**config.mk**
```make
export PLATFORM = sky130hd
export DESIGN_NAME = vector_distance_engine_top
export DESIGN_NICKNAME = d
export VERILOG_FILES = /design/src/design/vde_pkg.sv /design/src/design/vde_datapath.sv /design/src/design/vde_ctrl.sv /design/src/design/vector_distance_engine_top.sv
export SDC_FILE = /design/constraint.sdc
export NUM_CORES = 2
export LEC_CHECK = 0
export ABC_AREA = 0
export BUFFER_PORTS_ARGS = -buffer_cell sky130_fd_sc_hd__buf_2
export CELL_PAD_IN_SITES_DETAIL_PLACEMENT = 1
export CELL_PAD_IN_SITES_GLOBAL_PLACEMENT = 1
export CORE_ASPECT_RATIO = 1.2
export CORE_MARGIN = 2
export CORE_UTILIZATION = 25
export CTS_BUF_LIST = sky130_fd_sc_hd__clkbuf_16
export CTS_CLUSTER_DIAMETER = 200
export DETAILED_ROUTE_END_ITERATION = 12
export PLACE_DENSITY_LB_ADDON = 0.1
export SETUP_SLACK_MARGIN = 0.05
export SYNTH_ARGS = -nofsm -noshare
export SYNTH_HDL_FRONTEND = slang
export SYNTH_HIERARCHICAL = 1
export SYNTH_SLANG_ARGS = --single-unit
```
**constraint.sdc**
```tcl
create_clock -name clk -period 7.5 [get_ports clk]
set_clock_uncertainty 0.05 [all_clocks]
set_input_delay 0.375 -clock clk [delete_from_list [all_inputs] [get_ports clk]]
set_output_delay 0.375 -clock clk [all_outputs]
set_load 0.01 [all_outputs]
```
**src/design/vde_pkg.sv**
```systemverilog
`default_nettype none

package vde_pkg;

    // Field widths of the streaming interface.
    localparam int DATA_W      = 32;
    localparam int DIST_W      = 32;
    localparam int FRAC_BITS   = 16;

    // Number of low coordinate bits that take part; sign bit is COORD_WIDTH-1.
    localparam int COORD_WIDTH = 32;

    // Accumulator and square root sizing.
    localparam int SUM_W       = 64;
    localparam int ROOT_W      = SUM_W / 2;
    localparam int ROOT_STEPS  = ROOT_W;
    localparam int ROOT_CNT_W  = $clog2(ROOT_STEPS);

    typedef enum logic [1:0] {
        MODE_EUCLID    = 2'd0,
        MODE_MANHATTAN = 2'd1,
        MODE_HAMMING   = 2'd2,
        MODE_UNDEF     = 2'd3
    } vde_mode_t;

    typedef struct packed {
        logic signed [DATA_W-1:0] coord_a;
        logic signed [DATA_W-1:0] coord_b;
        logic                     last_element;
    } vde_in_t;

    typedef struct packed {
        logic [DIST_W-1:0] distance;
        logic              saturated;
    } vde_out_t;

    // Commands from the controller to the datapath.
    typedef struct packed {
        logic capture;
        logic mag_en;
        logic term_en;
        logic acc_en;
        logic root_load;
        logic root_step;
        logic out_load;
    } vde_cmd_t;

    // Status from the datapath to the controller.
    typedef struct packed {
        logic      item_last;
        vde_mode_t item_mode;
    } vde_stat_t;

endpackage

`default_nettype wire

```
**src/design/vde_datapath.sv**
```systemverilog
`default_nettype none

module vde_datapath (
    input  wire logic            clk,
    input  wire logic            rst_n,
    input  wire logic            cfg_wr_en,
    input  wire logic [1:0]      cfg_wr_data,
    input  wire vde_pkg::vde_in_t  in_data,
    input  wire vde_pkg::vde_cmd_t cmd,
    output vde_pkg::vde_stat_t     stat,
    output vde_pkg::vde_out_t      out_data
);
    import vde_pkg::*;

    vde_mode_t               mode_reg;
    vde_mode_t               item_mode_reg;
    logic                    item_last_reg;
    logic [COORD_WIDTH-1:0]  a_reg;
    logic [COORD_WIDTH-1:0]  b_reg;
    logic [COORD_WIDTH-1:0]  mag_reg;
    logic [COORD_WIDTH-1:0]  mag_next;
    logic [SUM_W-1:0]        term_reg;
    logic [SUM_W-1:0]        term_next;
    logic [SUM_W-1:0]        sum_reg;
    logic [SUM_W-1:0]        sum_next;
    logic                    ovf_reg;
    logic                    ovf_next;
    logic [SUM_W-1:0]        x_reg;
    logic [ROOT_W+1:0]       rem_reg;
    logic [ROOT_W+1:0]       rem_next;
    logic [ROOT_W-1:0]       root_reg;
    logic [ROOT_W-1:0]       root_next;
    vde_out_t                out_reg;
    vde_out_t                out_next;

    logic [COORD_WIDTH:0]    diff;
    logic [COORD_WIDTH:0]    diff_neg;
    logic [2*COORD_WIDTH-1:0] square;
    logic [SUM_W:0]          sum_wide;
    logic [ROOT_W+1:0]       rem_shift;
    logic [ROOT_W+1:0]       trial;

    // Magnitude of the sign-extended difference.
    always_comb
    begin
        diff     = {a_reg[COORD_WIDTH-1], a_reg} - {b_reg[COORD_WIDTH-1], b_reg};
        diff_neg = -diff;
        mag_next = diff[COORD_WIDTH] ? diff_neg[COORD_WIDTH-1:0] : diff[COORD_WIDTH-1:0];
    end

    // Term to add, chosen by the mode in force for this item.
    always_comb
    begin
        square = {{COORD_WIDTH{1'b0}}, mag_reg} * {{COORD_WIDTH{1'b0}}, mag_reg};
        unique case (item_mode_reg)
            MODE_EUCLID:    term_next = SUM_W'(square);
            MODE_MANHATTAN: term_next = SUM_W'(mag_reg);
            MODE_HAMMING:   term_next = SUM_W'(mag_reg != '0);
            MODE_UNDEF:     term_next = '0;
            default:        term_next = '0;
        endcase
    end

    // Saturating accumulate.
    always_comb
    begin
        sum_wide = {1'b0, sum_reg} + {1'b0, term_reg};
        sum_next = sum_wide[SUM_W] ? '1 : sum_wide[SUM_W-1:0];
        ovf_next = ovf_reg | sum_wide[SUM_W];
    end

    // One bit of the restoring square root per step.
    always_comb
    begin
        rem_shift = {rem_reg[ROOT_W-1:0], x_reg[SUM_W-1 -: 2]};
        trial     = {root_reg, 2'b01};
        if (rem_shift >= trial)
        begin
            rem_next  = rem_shift - trial;
            root_next = {root_reg[ROOT_W-2:0], 1'b1};
        end
        else
        begin
            rem_next  = rem_shift;
            root_next = {root_reg[ROOT_W-2:0], 1'b0};
        end
    end

    // Final conversion to unsigned Q16.16.
    always_comb
    begin
        unique case (item_mode_reg)
            MODE_EUCLID:
            begin
                out_next.saturated = ovf_reg;
                out_next.distance  = root_reg;
            end
            MODE_MANHATTAN:
            begin
                out_next.saturated = ovf_reg | (sum_reg[SUM_W-1:DIST_W] != '0);
                out_next.distance  = sum_reg[DIST_W-1:0];
            end
            MODE_HAMMING:
            begin
                out_next.saturated = ovf_reg | (sum_reg[SUM_W-1:DIST_W-FRAC_BITS] != '0);
                out_next.distance  = {sum_reg[DIST_W-FRAC_BITS-1:0], FRAC_BITS'(0)};
            end
            default:
            begin
                out_next.saturated = 1'b0;
                out_next.distance  = '0;
            end
        endcase
        if (out_next.saturated)
        begin
            out_next.distance = '1;
        end
    end

    always_ff @(posedge clk or negedge rst_n)
    begin
        if (!rst_n)
        begin
            mode_reg <= MODE_EUCLID;
            sum_reg  <= '0;
            ovf_reg  <= 1'b0;
        end
        else
        begin
            if (cfg_wr_en)
            begin
                mode_reg <= vde_mode_t'(cfg_wr_data);
            end
            if (cmd.out_load)
            begin
                sum_reg <= '0;
                ovf_reg <= 1'b0;
            end
            else if (cmd.acc_en)
            begin
                sum_reg <= sum_next;
                ovf_reg <= ovf_next;
            end
        end
    end

    always_ff @(posedge clk)
    begin
        if (cmd.capture)
        begin
            a_reg         <= in_data.coord_a[COORD_WIDTH-1:0];
            b_reg         <= in_data.coord_b[COORD_WIDTH-1:0];
            item_last_reg <= in_data.last_element;
            item_mode_reg <= mode_reg;
        end
        if (cmd.mag_en)
        begin
            mag_reg <= mag_next;
        end
        if (cmd.term_en)
        begin
            term_reg <= term_next;
        end
        if (cmd.root_load)
        begin
            x_reg    <= sum_next;
            rem_reg  <= '0;
            root_reg <= '0;
        end
        else if (cmd.root_step)
        begin
            x_reg    <= {x_reg[SUM_W-3:0], 2'b00};
            rem_reg  <= rem_next;
            root_reg <= root_next;
        end
        if (cmd.out_load)
        begin
            out_reg <= out_next;
        end
    end

    assign stat.item_last = item_last_reg;
    assign stat.item_mode = item_mode_reg;
    assign out_data       = out_reg;

`ifndef ASSERT_OFF
    // A saturated sum is always held at its maximum.
    assert property (@(posedge clk) disable iff (!rst_n) ovf_reg |-> (sum_reg == '1))
        else $error("overflow flag set without a saturated sum");

    // Delivering a result leaves a cleared accumulator.
    assert property (@(posedge clk) disable iff (!rst_n)
        cmd.out_load |=> (sum_reg == '0 && !ovf_reg))
        else $error("accumulator not cleared after a result");
`endif

endmodule

`default_nettype wire

```
**src/design/vde_ctrl.sv**
```systemverilog
`default_nettype none

module vde_ctrl (
    input  wire logic               clk,
    input  wire logic               rst_n,
    input  wire logic               in_valid,
    output logic                    in_stall,
    output logic                    out_valid,
    input  wire logic               out_stall,
    input  wire vde_pkg::vde_stat_t stat,
    output vde_pkg::vde_cmd_t       cmd
);
    import vde_pkg::*;

    typedef enum logic [2:0] {
        S_IDLE,
        S_MAG,
        S_MUL,
        S_ACC,
        S_ROOT,
        S_FIN
    } state_t;

    state_t                 state_reg;
    state_t                 state_next;
    logic [ROOT_CNT_W-1:0]  cnt_reg;
    logic [ROOT_CNT_W-1:0]  cnt_next;
    logic                   out_valid_reg;
    logic                   out_valid_next;
    logic                   out_free;

    assign out_free = !out_valid_reg || !out_stall;

    always_comb
    begin
        cmd            = '0;
        state_next     = state_reg;
        cnt_next       = cnt_reg;
        out_valid_next = out_valid_reg && out_stall;
        unique case (state_reg)
            S_IDLE:
            begin
                if (in_valid)
                begin
                    cmd.capture = 1'b1;
                    state_next  = S_MAG;
                end
            end
            S_MAG:
            begin
                cmd.mag_en = 1'b1;
                state_next = S_MUL;
            end
            S_MUL:
            begin
                cmd.term_en = 1'b1;
                state_next  = S_ACC;
            end
            S_ACC:
            begin
                cmd.acc_en = 1'b1;
                if (!stat.item_last)
                begin
                    state_next = S_IDLE;
                end
                else if (stat.item_mode == MODE_EUCLID)
                begin
                    cmd.root_load = 1'b1;
                    cnt_next      = '0;
                    state_next    = S_ROOT;
                end
                else
                begin
                    state_next = S_FIN;
                end
            end
            S_ROOT:
            begin
                cmd.root_step = 1'b1;
                cnt_next      = cnt_reg + 1'b1;
                if (cnt_reg == ROOT_CNT_W'(ROOT_STEPS - 1))
                begin
                    state_next = S_FIN;
                end
            end
            S_FIN:
            begin
                if (out_free)
                begin
                    cmd.out_load   = 1'b1;
                    out_valid_next = 1'b1;
                    state_next     = S_IDLE;
                end
            end
            default:
            begin
                state_next = S_IDLE;
            end
        endcase
    end

    always_ff @(posedge clk or negedge rst_n)
    begin
        if (!rst_n)
        begin
            state_reg     <= S_IDLE;
            cnt_reg       <= '0;
            out_valid_reg <= 1'b0;
        end
        else
        begin
            state_reg     <= state_next;
            cnt_reg       <= cnt_next;
            out_valid_reg <= out_valid_next;
        end
    end

    assign in_stall  = (state_reg != S_IDLE);
    assign out_valid = out_valid_reg;

`ifndef ASSERT_OFF
    // An accepted item moves straight on to the difference stage.
    assert property (@(posedge clk) disable iff (!rst_n)
        (in_valid && !in_stall) |=> cmd.mag_en)
        else $error("accepted item did not reach the difference stage");

    // A new result never overwrites one that is still waiting.
    assert property (@(posedge clk) disable iff (!rst_n)
        cmd.out_load |-> (!out_valid_reg || !out_stall))
        else $error("result register overwritten while stalled");

    // The square root always starts from its first step.
    assert property (@(posedge clk) disable iff (!rst_n)
        cmd.root_load |=> (state_reg == S_ROOT && cnt_reg == '0))
        else $error("square root did not start cleanly");
`endif

endmodule

`default_nettype wire

```
**src/design/vector_distance_engine_top.sv**
```systemverilog
`default_nettype none
// A result is loaded into the output register after the last item's difference,
// multiply and accumulate steps and the final conversion; euclidean results first run
// the square root loop. Items go one at a time through the shared datapath: in_stall
// stays high until an item is through, and a last item also adds the final conversion.
// Reset (rst_n, asynchronous, active low) clears the controller, the output valid flag,
// the running sum, the overflow flag and selects euclidean mode; no clearing pass.

module vector_distance_engine_top (
    input  wire logic             clk,
    input  wire logic             rst_n,
    input  wire logic             cfg_wr_en,
    input  wire logic [1:0]       cfg_wr_data,
    input  wire logic             in_valid,
    output logic                  in_stall,
    input  wire vde_pkg::vde_in_t in_data,
    output logic                  out_valid,
    input  wire logic             out_stall,
    output vde_pkg::vde_out_t     out_data
);
    import vde_pkg::*;

    // Commands flow from the controller to the datapath, and the datapath reports
    // the last-item flag and the mode that was captured along with the item.
    vde_cmd_t  cmd;
    vde_stat_t stat;

    // The controller sequences each item through its steps, runs the square root
    // loop for euclidean results and owns the output valid flag, so a finished item
    // can wait in the output register while the next item is already being taken.
    vde_ctrl u_ctrl (
        .clk       (clk),
        .rst_n     (rst_n),
        .in_valid  (in_valid),
        .in_stall  (in_stall),
        .out_valid (out_valid),
        .out_stall (out_stall),
        .stat      (stat),
        .cmd       (cmd)
    );

    // The datapath holds the mode register, the input capture registers, the
    // multiplier, the saturating 64-bit accumulator, the bit-serial square root
    // and the output register.
    vde_datapath u_datapath (
        .clk         (clk),
        .rst_n       (rst_n),
        .cfg_wr_en   (cfg_wr_en),
        .cfg_wr_data (cfg_wr_data),
        .in_data     (in_data),
        .cmd         (cmd),
        .stat        (stat),
        .out_data    (out_data)
    );

endmodule

`default_nettype wire
```
==> qor.log <==
[logic_synthesis] cell type contributing the most total cell area after synthesis fa_1
[routing] post-detailed-routing wire length 186400 µm
[logic_synthesis] number of synthesized flops with an enable pin 260
[timing] number of pins exceeding their max-slew limit in the final report 0
[placed_design] input/output buffers 106
[clock_network] number of clock sinks 400
[routing] Residual DRC 0
[die] floorplan die area 0.2162 mm²
[worst_setup_path] Crit path arrival time 8.02 ns
[logic_synthesis] mean post-synth cell area 9.347 µm²
[logic_synthesis] most used flip-flop cell after synthesis edfxtp_1
[routing] average wire per cell in the routed design 20.40 µm
[die] overall die width 424.8 µm
[worst_setup_path] Worst Path Required 7.88 ns
[routing] count of antenna-violating nets left after detailed routing 0
[timing] RSZ-0062 raised after global routing yes
[logic_synthesis] Synth top cells by count inv_1 (1079), fa_1 (794), nor2_1 (454)
[clock_network] maximum clock path buffer count 3
[worst_setup_path] worst path bufs/invs 9
[grt] maximum number of pins on one net before global-route repair 91
[logic_synthesis] Synth Warn # 6
[worst_setup_path] slowest stage cell, crit path fa_2
[clock_network] TritonCTS clock tree done
[timing] share of the clock period used by the worst path after layout 102.0%
[clock_network] Worst-Skew Late Latency 0.70 ns
[grt] vias in the first global route 46570
[logic_synthesis] most common cell in the synthesized netlist inv_1
[logic_synthesis] Synth async-reset ratio 19.00%
[timing] Max Freq 0.1307 GHz
[worst_setup_path] Critical Path Max Stage Delay 0.61 ns
[worst_setup_path] crit path kind register to register
[clock_network] root buf cell clkbuf_16
[worst_setup_path] family with the most delay on the worst path adder cells
[routing] drt first-iter violations 1453
[timing] slew of the pin with the lowest slew margin 0.9920 ns
[timing] worst-case headroom to the max-slew limit 33.87%
[flow_run] number of violations of the max-capacitance limit 0
[worst_setup_path] Max Fanout on Critical Path 4
[worst_setup_path] startpoint type of the worst setup path register
[logic_synthesis] Post-Synthesis Cells 5684
[die] Top-Level Pins 107
[die] die outline height 509.0 µm
[grt] overall overflow remaining after global route 0
[routing] ratio of routed vias to standard cells 4.459
[timing] count of final setup violators 7
[min_path] Hold Path Class input pin to asynchronous set/reset pin
[die] placement row count 185
[logic_synthesis] top-area cell type share of the netlist area 29.92%
[timing] hold violation count in the final report 0
[run_status] failing checks setup timing
[grt] global-route wire length before repair 286900 µm
[worst_setup_path] Worst setup EP type register
[logic_synthesis] Synth area leaders fa_1 (30%), edfxtp_1 (15%), ha_1 (10%)
[final_layout] Area Overhead vs Synth 22.93%
[logic_synthesis] synthesized flop and latch total 400
[logic_synthesis] distinct cell type count after synthesis 85
[clock_network] H-tree levels 2
[worst_setup_path] cell seen most often among critical-path stages fa_1
[die] starting density of the core 25.11%
[die] Core Footprint 0.2116 mm²
[logic_synthesis] sequential cell area fraction in the yosys report 20.69%
[timing] crit path time final 7.649 ns
[logic_synthesis] netlist area before placement 0.05313 mm²
[placed_design] Routability Congestion 0.8279
[timing] final worst slack -0.1488 ns
[final_layout] ratio of cells with drive above 1 in the final layout 17.49%
[grt] Overall Global Routing Usage 17.39%
[placed_design] detailed placement HPWL 155800 µm
[logic_synthesis] syn nets 6984
[run_status] status complete, but fails checks
[routing] DR pass1 iterations 5
[grt] antenna violations before repair 4
[final_layout] Final nets 7582
[clock_network] clock slew seen by the registers of the worst setup and hold paths 0.06 ns
[clock_network] Inserted Clock Buffers 55
[final_layout] core occupancy in the finished layout 30.87%
[routing] detailed-route via count 40740
==> worst paths after layout <==
check	startpoint	endpoint	slack [ns]	depth (start not counted)
setup / recovery	u_datapath/mag_reg[23]$_DFFE_PP_	u_datapath/term_reg[63]$_DFFE_PP_	-0.15	29
hold / removal	rst_n	u_ctrl/cnt_reg[3]$_DFFE_PN0P_	0.16	2
setup reg to reg	u_datapath/mag_reg[23]$_DFFE_PP_	u_datapath/term_reg[63]$_DFFE_PP_	-0.15	29
hold reg to reg	u_datapath/mode_reg[0]$_DFFE_PN0P_	u_datapath/item_mode_reg[0]$_DFFE_PP_	0.41	0
max in group asynchronous	rst_n	u_datapath/sum_reg[56]$_DFFE_PN0P_	6.09	3
min in group clk	in_data[63]	u_datapath/a_reg[30]$_DFFE_PP_	0.34	2
==> worst reg2reg max path, delay by kind of cell (launching register included) <==
| family | cells | cell delay, ns |
|---|---|---|
| adder cells (fa/ha/maj) | 9 | 4.38 |
| AO/OA/AOI/OAI | 9 | 1.55 |
| buffers and inverters | 9 | 0.71 |
| flip-flops | 1 | 0.41 |
| AND/OR/NAND/NOR | 1 | 0.16 |
| multiplexers | 1 | 0.15 |
==> cell usage in the layout (no fill, tap or decap), types with 20 or more instances in the layout <==
cell,netlist,final
fa_1,794,743
nor2_1,454,437
xor2_1,91,88
dfrtp_1,76,76
a211oi_1,92,90
nand3_1,38,34
o21bai_1,48,45
mux2i_1,79,79
dlygate4sd3_1,0,72
xnor2_1,147,139
dfxtp_1,64,64
o21ai_0,151,129
nor2b_1,23,23
ha_1,434,412
a31oi_1,28,23
nor3_1,35,30
buf_12,0,39
edfxtp_1,260,260
buf_2,8,105
and2_1,238,218
inv_1,1079,1064
o21a_1,20,20
a21o_1,95,94
nor4_1,28,27
clkbuf_16,0,59
a21oi_1,344,314
nand2_1,435,421
a21oi_2,1,24
o22ai_1,22,20
fa_2,0,51
and3_1,34,34
nand4_1,54,54
buf_6,2,35
buf_4,2,548
==> final cells by class <==
type,count,area (µm²)
Antenna cell,4,10.01
Clock buffer,58,1451
Clock inverter,46,387.9
Fill cell,24390,146300
Inverter,1081,4060
Multi-Input combinational cell,3939,38240
Sequential cell,400,10990
Tap cell,2805,3510
Timing Repair Buffer,805,6660
==> timing repair <==
| item | 4_1_cts | 5_1_grt |
|---|---|---|
| endpoints found under the hold margin | 93 | 0 |
| endpoints found under the setup margin | 39 | 43 |
| resized for setup | 195 | 117 |
| pin swaps | 100 | 47 |
| gates cloned | 2 | 1 |
| hold buffers | 72 | 0 |
| buffers inserted | 28 | 12 |
==> stage by stage <==
step                worst slack, ns  cell area [µm²]  TNS (ns)  std cells  hold slack (ns)
finish                      -0.1488            65310   -0.5900       9138           0.1582
detailed placement          -0.6425            61070    -12.77       8915           0.2832
floorplan                   0.04722            53200         0       5684          0.02941
CTS                         -0.1594            64730    -1.010       9121           0.1224
global route                -0.4451            65310    -6.434       9135           0.1656
global placement            -0.6610            61070    -13.37       8915           0.2815
==> kinds of logic after synthesis <==
| kind of cell | count (synthesis) | synth area share, % |
|---|---|---|
| simple gates | 1419 | 12.48 |
| buf+inv | 1345 | 9.566 |
| fa+ha+maj | 1228 | 40.14 |
| compound gates | 971 | 11.64 |
| flops | 400 | 20.69 |
| xor+xnor | 238 | 3.923 |
| mux | 83 | 1.573 |
==> metal layers <==
layer / track usage [%] / wire, µm
met5: 0 / 0
met4: 3.625 / 3940
met3: 1.401 / 3298
met2: 31.29 / 93830
met1: 22.62 / 85340
Power is not shown: default switching activity piles up to over one toggle a cycle in this logic, so the estimate is an artifact.
